--- config.mk ---
export PLATFORM = sky130hd
export DESIGN_NAME = ycbcr_to_bgrx_pixel_unit_flat
export DESIGN_NICKNAME = d
export VERILOG_FILES = /design/src/hw/rtl/ycbbgr_pkg.sv /design/src/hw/rtl/ycbbgr_if.sv /design/src/hw/rtl/ycbbgr_center.sv /design/src/hw/rtl/ycbbgr_mult.sv /design/src/hw/rtl/ycbbgr_sum.sv /design/src/hw/rtl/ycbbgr_clamp.sv /design/src/hw/rtl/ycbcr_to_bgrx_pixel_unit.sv /design/src/flat_wrapper.sv
export SDC_FILE = /design/constraint.sdc
export NUM_CORES = 1
export LEC_CHECK = 0
export BUFFER_PORTS_ARGS = -buffer_cell sky130_fd_sc_hd__buf_2
export CAP_MARGIN = 0
export CORE_MARGIN = 2
export CORE_UTILIZATION = 46
export DETAILED_ROUTE_END_ITERATION = 12
export SYNTH_ARGS = -nofsm -noshare
export SYNTH_HDL_FRONTEND = slang
export SYNTH_SLANG_ARGS = --single-unit
--- constraint.sdc ---
create_clock -name clk_i -period 18.35 [get_ports clk_i]
set_clock_uncertainty 0.1 [all_clocks]
set_input_delay 3.67 -clock clk_i [delete_from_list [all_inputs] [get_ports clk_i]]
set_output_delay 3.67 -clock clk_i [all_outputs]
set_load 0.005 [all_outputs]
--- src/hw/rtl/ycbbgr_pkg.sv ---
// ----------------------------------------------------------------------------
// ycbbgr_pkg
// Shared constants, stage payload types and the clamp helper of the YCbCr to BGRX
// pixel pipeline.
// ----------------------------------------------------------------------------
package ycbbgr_pkg;

  // Channel sample width
  localparam int unsigned PIX_W  = 8;
  // Signed width of a coefficient product (covers the green dot product too)
  localparam int unsigned PROD_W = 25;
  // Signed width of a luma-plus-offset channel sum before the clamp
  localparam int unsigned SUM_W  = 12;
  // Fraction bits of the 16-bit fixed point coefficients
  localparam int unsigned FRAC_W = 16;

  localparam logic signed [15:0] COEF_B_CB = -16'sh3A5E;
  localparam logic signed [15:0] COEF_R_CR = 16'sh66E9;
  localparam logic signed [15:0] COEF_G_CB = -16'sh581A;
  localparam logic signed [15:0] COEF_G_CR = 16'sh492E;

  localparam logic signed [PROD_W-1:0] G_ROUND    = PROD_W'(32'sh8000);
  localparam logic [PIX_W-1:0]         FILLER_VAL = 8'hFF;

  // Stage 1: luma and centered chroma
  typedef struct packed {
    logic        [PIX_W-1:0] luma;
    logic signed [PIX_W-1:0] cb;
    logic signed [PIX_W-1:0] cr;
  } ctr_t;

  // Stage 2: coefficient products
  typedef struct packed {
    logic        [PIX_W-1:0]  luma;
    logic signed [PIX_W-1:0]  cb;
    logic signed [PIX_W-1:0]  cr;
    logic signed [PROD_W-1:0] pb;
    logic signed [PROD_W-1:0] pr;
    logic signed [PROD_W-1:0] gcb;
    logic signed [PROD_W-1:0] gcr;
  } prod_t;

  // Stage 3: unclamped channel sums
  typedef struct packed {
    logic signed [SUM_W-1:0] b;
    logic signed [SUM_W-1:0] g;
    logic signed [SUM_W-1:0] r;
  } sum_t;

  // Stage 4: final pixel
  typedef struct packed {
    logic [PIX_W-1:0] blue;
    logic [PIX_W-1:0] green;
    logic [PIX_W-1:0] red;
  } pix_t;

  function automatic logic [PIX_W-1:0] clamp_byte(input logic signed [SUM_W-1:0] v);
    logic [PIX_W-1:0] res;
    if (v < 0) begin
      res = '0;
    end else if (v > $signed(SUM_W'({PIX_W{1'b1}}))) begin
      res = '1;
    end else begin
      res = v[PIX_W-1:0];
    end
    return res;
  endfunction

endpackage

--- src/hw/rtl/ycbbgr_if.sv ---
// ----------------------------------------------------------------------------
// ycbbgr_if
// Valid/ready channels carrying YCbCr input beats and BGRX output beats.
// ----------------------------------------------------------------------------
interface ycbbgr_in_if;
  logic       valid;
  logic       ready;
  logic [7:0] luma;
  logic [7:0] chroma_blue;
  logic [7:0] chroma_red;

  modport source (output valid, luma, chroma_blue, chroma_red, input ready);
  modport sink   (input valid, luma, chroma_blue, chroma_red, output ready);
endinterface

interface ycbbgr_out_if;
  logic       valid;
  logic       ready;
  logic [7:0] blue;
  logic [7:0] green;
  logic [7:0] red;
  logic [7:0] filler;

  modport source (output valid, blue, green, red, filler, input ready);
  modport sink   (input valid, blue, green, red, filler, output ready);
endinterface

--- src/hw/rtl/ycbbgr_center.sv ---
// ----------------------------------------------------------------------------
// ycbbgr_center
// Stage 1: register luma and remove the 128 offset from both chroma samples.
// ----------------------------------------------------------------------------
module ycbbgr_center (
  input  logic                    clk_i,
  input  logic                    rst_ni,
  input  logic                    en_i,
  input  logic                    valid_i,
  input  logic [7:0]              luma_i,
  input  logic [7:0]              cb_i,
  input  logic [7:0]              cr_i,
  output logic                    valid_o,
  output ycbbgr_pkg::ctr_t        data_o
);
  import ycbbgr_pkg::*;

  logic valid_q;
  ctr_t data_d, data_q;

  // x - 128 on a byte is the byte with its top bit flipped, read as signed
  always_comb begin
    data_d.luma = luma_i;
    data_d.cb   = $signed({~cb_i[7], cb_i[6:0]});
    data_d.cr   = $signed({~cr_i[7], cr_i[6:0]});
  end

  always_ff @(posedge clk_i or negedge rst_ni) begin
    if (!rst_ni) begin
      valid_q <= 1'b0;
    end else if (en_i) begin
      valid_q <= valid_i;
    end
  end

  always_ff @(posedge clk_i) begin
    if (en_i) begin
      data_q <= data_d;
    end
  end

  assign valid_o = valid_q;
  assign data_o  = data_q;
endmodule

--- src/hw/rtl/ycbbgr_mult.sv ---
// ----------------------------------------------------------------------------
// ycbbgr_mult
// Stage 2: the four chroma-by-coefficient products.
// ----------------------------------------------------------------------------
module ycbbgr_mult (
  input  logic              clk_i,
  input  logic              rst_ni,
  input  logic              en_i,
  input  logic              valid_i,
  input  ycbbgr_pkg::ctr_t  data_i,
  output logic              valid_o,
  output ycbbgr_pkg::prod_t data_o
);
  import ycbbgr_pkg::*;

  logic  valid_q;
  prod_t data_d, data_q;
  logic signed [PIX_W:0] two_cb, two_cr;

  always_comb begin
    two_cb      = {data_i.cb, 1'b0};
    two_cr      = {data_i.cr, 1'b0};
    data_d.luma = data_i.luma;
    data_d.cb   = data_i.cb;
    data_d.cr   = data_i.cr;
    data_d.pb   = PROD_W'(two_cb) * PROD_W'(COEF_B_CB);
    data_d.pr   = PROD_W'(two_cr) * PROD_W'(COEF_R_CR);
    data_d.gcb  = PROD_W'(data_i.cb) * PROD_W'(COEF_G_CB);
    data_d.gcr  = PROD_W'(data_i.cr) * PROD_W'(COEF_G_CR);
  end

  always_ff @(posedge clk_i or negedge rst_ni) begin
    if (!rst_ni) begin
      valid_q <= 1'b0;
    end else if (en_i) begin
      valid_q <= valid_i;
    end
  end

  always_ff @(posedge clk_i) begin
    if (en_i) begin
      data_q <= data_d;
    end
  end

  assign valid_o = valid_q;
  assign data_o  = data_q;
endmodule

--- src/hw/rtl/ycbbgr_sum.sv ---
// ----------------------------------------------------------------------------
// ycbbgr_sum
// Stage 3: take the high halves, round, and add the offsets to luma.
// ----------------------------------------------------------------------------
module ycbbgr_sum (
  input  logic              clk_i,
  input  logic              rst_ni,
  input  logic              en_i,
  input  logic              valid_i,
  input  ycbbgr_pkg::prod_t data_i,
  output logic              valid_o,
  output ycbbgr_pkg::sum_t  data_o
);
  import ycbbgr_pkg::*;

  logic valid_q;
  sum_t data_d, data_q;
  logic signed [SUM_W-1:0]  hi_b, hi_r, rh_b, rh_r, luma_s, cb_s, cr_s, gy;
  logic signed [PROD_W-1:0] g_acc;

  always_comb begin
    luma_s = $signed(SUM_W'(data_i.luma));
    cb_s   = SUM_W'(data_i.cb);
    cr_s   = SUM_W'(data_i.cr);
    // arithmetic shifts floor, matching the fixed point definition
    hi_b   = SUM_W'(data_i.pb >>> FRAC_W);
    hi_r   = SUM_W'(data_i.pr >>> FRAC_W);
    rh_b   = (hi_b + SUM_W'(1)) >>> 1;
    rh_r   = (hi_r + SUM_W'(1)) >>> 1;
    g_acc  = data_i.gcb + data_i.gcr + G_ROUND;
    gy     = SUM_W'(g_acc >>> FRAC_W) - cr_s;
    data_d.b = luma_s + rh_b + (cb_s <<< 1);
    data_d.r = luma_s + rh_r + cr_s;
    data_d.g = luma_s + gy;
  end

  always_ff @(posedge clk_i or negedge rst_ni) begin
    if (!rst_ni) begin
      valid_q <= 1'b0;
    end else if (en_i) begin
      valid_q <= valid_i;
    end
  end

  always_ff @(posedge clk_i) begin
    if (en_i) begin
      data_q <= data_d;
    end
  end

  assign valid_o = valid_q;
  assign data_o  = data_q;
endmodule

--- src/hw/rtl/ycbbgr_clamp.sv ---
// ----------------------------------------------------------------------------
// ycbbgr_clamp
// Stage 4: saturate each channel to a byte; this is the output register.
// ----------------------------------------------------------------------------
module ycbbgr_clamp (
  input  logic             clk_i,
  input  logic             rst_ni,
  input  logic             en_i,
  input  logic             valid_i,
  input  ycbbgr_pkg::sum_t data_i,
  output logic             valid_o,
  output ycbbgr_pkg::pix_t data_o
);
  import ycbbgr_pkg::*;

  logic valid_q;
  pix_t data_d, data_q;

  always_comb begin
    data_d.blue  = clamp_byte(data_i.b);
    data_d.green = clamp_byte(data_i.g);
    data_d.red   = clamp_byte(data_i.r);
  end

  always_ff @(posedge clk_i or negedge rst_ni) begin
    if (!rst_ni) begin
      valid_q <= 1'b0;
    end else if (en_i) begin
      valid_q <= valid_i;
    end
  end

  always_ff @(posedge clk_i) begin
    if (en_i) begin
      data_q <= data_d;
    end
  end

  assign valid_o = valid_q;
  assign data_o  = data_q;
endmodule

--- src/hw/rtl/ycbcr_to_bgrx_pixel_unit.sv ---
// ----------------------------------------------------------------------------
// ycbcr_to_bgrx_pixel_unit
// Full-range YCbCr to BGRX pixel converter, four register stages.
// ----------------------------------------------------------------------------
// One pixel beat in, one BGRX beat out, one pixel per clock sustained while
// the sink keeps ready high. A pixel passes through chroma centering, the
// coefficient multipliers, rounding and summing, then the clamp into the
// output register. The four stages advance together; when the output beat
// is held by the sink the whole pipeline freezes and input ready drops in
// the same cycle, so nothing is lost or repeated. The fourth byte is 0xFF.
module ycbcr_to_bgrx_pixel_unit (
  input  logic          clk_i,
  input  logic          rst_ni,
  ycbbgr_in_if.sink     pix_in,
  ycbbgr_out_if.source  pix_out
);
  import ycbbgr_pkg::*;

  logic  en;
  logic  st1_valid, st2_valid, st3_valid, st4_valid;
  ctr_t  st1_data;
  prod_t st2_data;
  sum_t  st3_data;
  pix_t  st4_data;

  // advance whenever the output slot is empty or being taken
  assign en           = !st4_valid || pix_out.ready;
  assign pix_in.ready = en;

  ycbbgr_center u_center (
    .clk_i   (clk_i),
    .rst_ni  (rst_ni),
    .en_i    (en),
    .valid_i (pix_in.valid),
    .luma_i  (pix_in.luma),
    .cb_i    (pix_in.chroma_blue),
    .cr_i    (pix_in.chroma_red),
    .valid_o (st1_valid),
    .data_o  (st1_data)
  );

  ycbbgr_mult u_mult (
    .clk_i   (clk_i),
    .rst_ni  (rst_ni),
    .en_i    (en),
    .valid_i (st1_valid),
    .data_i  (st1_data),
    .valid_o (st2_valid),
    .data_o  (st2_data)
  );

  ycbbgr_sum u_sum (
    .clk_i   (clk_i),
    .rst_ni  (rst_ni),
    .en_i    (en),
    .valid_i (st2_valid),
    .data_i  (st2_data),
    .valid_o (st3_valid),
    .data_o  (st3_data)
  );

  ycbbgr_clamp u_clamp (
    .clk_i   (clk_i),
    .rst_ni  (rst_ni),
    .en_i    (en),
    .valid_i (st3_valid),
    .data_i  (st3_data),
    .valid_o (st4_valid),
    .data_o  (st4_data)
  );

  assign pix_out.valid  = st4_valid;
  assign pix_out.blue   = st4_data.blue;
  assign pix_out.green  = st4_data.green;
  assign pix_out.red    = st4_data.red;
  assign pix_out.filler = FILLER_VAL;

  a_accept_enters: assert property (@(posedge clk_i) disable iff (!rst_ni)
    (pix_in.valid && pix_in.ready) |=> st1_valid)
    else $error("accepted beat did not enter stage 1");

  a_freeze_holds: assert property (@(posedge clk_i) disable iff (!rst_ni)
    !en |=> ($stable(st2_valid) && $stable(st3_valid) && $stable(st3_data)))
    else $error("pipeline moved while stalled");

  a_last_stage_fills: assert property (@(posedge clk_i) disable iff (!rst_ni)
    (en && st3_valid) |=> st4_valid)
    else $error("stage 3 beat dropped on the way to the output");
endmodule
--- src/flat_wrapper.sv ---
// flat-port wrapper written by rule: the top's interface ports become plain ports
module ycbcr_to_bgrx_pixel_unit_flat import ycbbgr_pkg::*;
  (clk_i, rst_ni, pix_in_valid, pix_in_luma, pix_in_chroma_blue, pix_in_chroma_red, pix_in_ready, pix_out_valid, pix_out_blue, pix_out_green, pix_out_red, pix_out_filler, pix_out_ready);
  ycbbgr_in_if pix_in_i ();
  ycbbgr_out_if pix_out_i ();
  input  logic clk_i;
  input  logic rst_ni;
  input wire logic [$bits(pix_in_i.valid)-1:0] pix_in_valid;
  input wire logic [$bits(pix_in_i.luma)-1:0] pix_in_luma;
  input wire logic [$bits(pix_in_i.chroma_blue)-1:0] pix_in_chroma_blue;
  input wire logic [$bits(pix_in_i.chroma_red)-1:0] pix_in_chroma_red;
  output wire logic [$bits(pix_in_i.ready)-1:0] pix_in_ready;
  output wire logic [$bits(pix_out_i.valid)-1:0] pix_out_valid;
  output wire logic [$bits(pix_out_i.blue)-1:0] pix_out_blue;
  output wire logic [$bits(pix_out_i.green)-1:0] pix_out_green;
  output wire logic [$bits(pix_out_i.red)-1:0] pix_out_red;
  output wire logic [$bits(pix_out_i.filler)-1:0] pix_out_filler;
  input wire logic [$bits(pix_out_i.ready)-1:0] pix_out_ready;
  assign pix_in_i.valid = pix_in_valid;
  assign pix_in_i.luma = pix_in_luma;
  assign pix_in_i.chroma_blue = pix_in_chroma_blue;
  assign pix_in_i.chroma_red = pix_in_chroma_red;
  assign pix_in_ready = pix_in_i.ready;
  assign pix_out_valid = pix_out_i.valid;
  assign pix_out_blue = pix_out_i.blue;
  assign pix_out_green = pix_out_i.green;
  assign pix_out_red = pix_out_i.red;
  assign pix_out_filler = pix_out_i.filler;
  assign pix_out_i.ready = pix_out_ready;
  ycbcr_to_bgrx_pixel_unit u_core (.clk_i(clk_i), .rst_ni(rst_ni), .pix_in(pix_in_i), .pix_out(pix_out_i));
endmodule
==> results_dict.tcl <==
set metrics [dict create \
    die_y_microns 189.0 \
    drt_iter0_markers 538 \
    insertion_delay_ns 0.44 \
    globalRoute.totalOverflow 0 \
    syn2layout_area_growth_pct 8.862 \
    worstMarginPinSlew_ns 0.9536 \
    synth_common_cells "inv_1 (285), ha_1 (273), edfxtp_1 (166)" \
    dieWidth_microns 189.0 \
    cts_hold_buf 0 \
    synthCells 1423 \
    synth-main-ff-cell "edfxtp_1" \
    initial_utilization_pct 46.83 \
    syn_area_sq_um 15740 \
    vias 9912 \
    grtUsageTotal_pct 18.01 \
    via_per_inst 5.086 \
    clk_pin_slew_worst_paths_ns 0.07 \
    setup_viol 0 \
    cts_resized 0 \
    critPathKind "in2out" \
    numCtsBuffers 17 \
    cts-root-buf "clkbuf_16" \
    gp_congestion 0.8929 \
    core_area_sq_um 33620 \
    antenna_found_initial 1 \
    critPathArrivalTime_ns 4.52 \
    fin_nets 1922 \
    fmax_mhz 120.6 \
    synth_top_area_share_pct 31.66 \
    finalCritPeriodShare_pct 45.20 \
    outcome "finished clean" \
    hp-class "reg2reg" \
    worstSetupStartpointType "input port" \
    ys_types 65 \
    ios 62 \
    synth_edf_count 166 \
    tns_ns 0 \
    hpwl_mm 24.72 \
    drc 0 \
    critPathCaptureType "output pin" \
    wire_per_inst_microns 15.59 \
    nFillCells 2926 \
    seq_area_sq_um 5085 \
    multi_input_area_sq_um 9532 \
    cp.required_ns 14.58 \
    grt_pass1_vias 9963 \
    post_cts_buffers 0 \
    cts_tree "done" \
    synth.top_cells.by_area "edfxtp_1 (32%), ha_1 (22%), fa_1 (17%)" \
    seq_area_frac_synth_pct 32.30 \
    wirelength_mm 30.38 \
    n_antenna_cell 0 \
    min_period_ns 8.295 \
    synth_most_common_cell "inv_1" \
    cts.sinks 170 \
    rsz0062_at_grt "no" \
    synth_area_per_cell_sq_um 11.06 \
    h-tree-depth 4 \
    grt_first_pass_wirelength_mm 50.01 \
    synth-seq-cells 170 \
    final_hold_viol_count 0 \
    post-synth-top-area-cell "edfxtp_1" \
    slew_viol_final 0 \
    relSlewSlack_pct 36.42 \
    worstPathMaxFanout 52 \
    dieArea_sq_um 35720 \
    drv_cap 0 \
    async_flop_share_pct 2.353 \
    io_buffers 53 \
    drive_gt1_share_pct 7.795 \
    drt_first_pass_iters 5 \
    grt_max_degree 74 \
    yosys_warnings 0 \
    clk_path_buf_depth 2 \
    antenna_left 0 \
    core.rowCount 67 \
]
## registers in the layout, indices dropped and copies added, names as in the netlist
register / flops
u_core.u_mult.valid_o: 1
u_core.u_center.valid_o: 1
u_core.u_sum.valid_o: 1
u_core.u_mult.data_o: 85
u_core.u_sum.data_o: 33
u_core.u_clamp.valid_o: 1
u_core.u_center.data_o: 24
u_core.u_clamp.data_o: 24
## logic make-up after synthesis
| group | after synthesis | synth area share, % |
|---|---|---|
| adder cells (fa/ha/maj) | 406 | 38.61 |
| other | 1 | 0.02382 |
| flip-flops | 170 | 32.30 |
| buffers and inverters | 301 | 7.368 |
| AND/OR/NAND/NOR | 236 | 7.090 |
| XOR/XNOR | 88 | 4.896 |
| multiplexers | 4 | 0.2782 |
| AO/OA/AOI/OAI | 217 | 9.434 |
## worst max-delay path, stage by stage
cell      delay, ns
buf_2          0.08
nand2b_4       0.51
buf_2          0.23
## per-stage QoR
step	area [sq um]	instances	util (%)	setup slack, ns	hold slack (ns)
floorplan	15770	1430	-	6.795	0.3003
global placement	16530	1917	49.16	10.05	0.3039
detailed placement	16530	1917	49.16	10.03	0.3072
CTS	17140	1949	50.98	10.03	0.3287
global route	17140	1949	50.98	9.984	0.3347
finish	17140	1949	50.98	10.06	0.3265
## placed cells by master (no fill, tap or decap), types with 4 or more instances in the layout
master     synthesis  final
a211o_1            4      4
a211oi_1          11     11
a21o_1            31     31
a21o_2             4      4
a21oi_1           59     59
a31oi_1            9      9
and4_1             6      6
buf_2              0     53
clkbuf_16          0     17
conb_1             1      8
dfrtp_1            4      4
edfxtp_1         166    166
fa_1             133    133
ha_1             273    273
inv_1            285    285
nand2_1           45     45
nand2b_1          10      9
nand3_1           20     20
nand4_1            6      6
nor2_1            97     97
nor2b_1           10     10
nor3_1            10     10
nor4_1             7      7
o211ai_1           8      8
o21a_1            13     13
o21ai_0           30     30
o21bai_1           9      9
o31ai_1            4      4
or2_2              8      8
xnor2_1           50     50
xor2_1            38     38
## final cells by class
class                   instances  share of cell area (%)
repair buffers                 55                   1.635
multi-input cells             959                   55.62
well taps                     448                   3.271
clock buffers                  17                   2.482
flip-flops and latches        170                   29.67
inverters                     285                   6.242
clock inverters                15                   1.081
## layer usage
| layer | wire, microns | vias to the layer above | global-route usage (%) |
|---|---|---|---|
| met1 | 14540 | 4722 | 24.54 |
| met4 | 567 | 0 | 5.439 |
| li1 | - | 4958 | - |
| met3 | 1417 | 30 | 3.559 |
| met5 | 0 | - | 0 |
| met2 | 13860 | 202 | 29.12 |
## path summary, 6_finish.rpt
kind	from	to	slack [ns]	depth (start not counted)
setup / recovery	pix_out_ready	pix_in_ready	10.06	3
hold / removal	u_core.u_center.data_o[19]$_DFFE_PP_	u_core.u_mult.data_o[119]$_DFFE_PP_	0.33	0
setup reg to reg	u_core.u_center.data_o[10]$_DFFE_PP_	u_core.u_mult.data_o[48]$_DFFE_PP_	12.43	16
hold reg to reg	u_core.u_center.data_o[19]$_DFFE_PP_	u_core.u_mult.data_o[119]$_DFFE_PP_	0.33	0
max in group asynchronous	rst_ni	u_core.u_center.valid_o$_DFFE_PN0P_	15.10	1
min in group asynchronous	rst_ni	u_core.u_clamp.valid_o$_DFFE_PN0P_	2.93	1
Power is not shown: default switching activity piles up to over one toggle a cycle in this logic, so the estimate is an artifact.
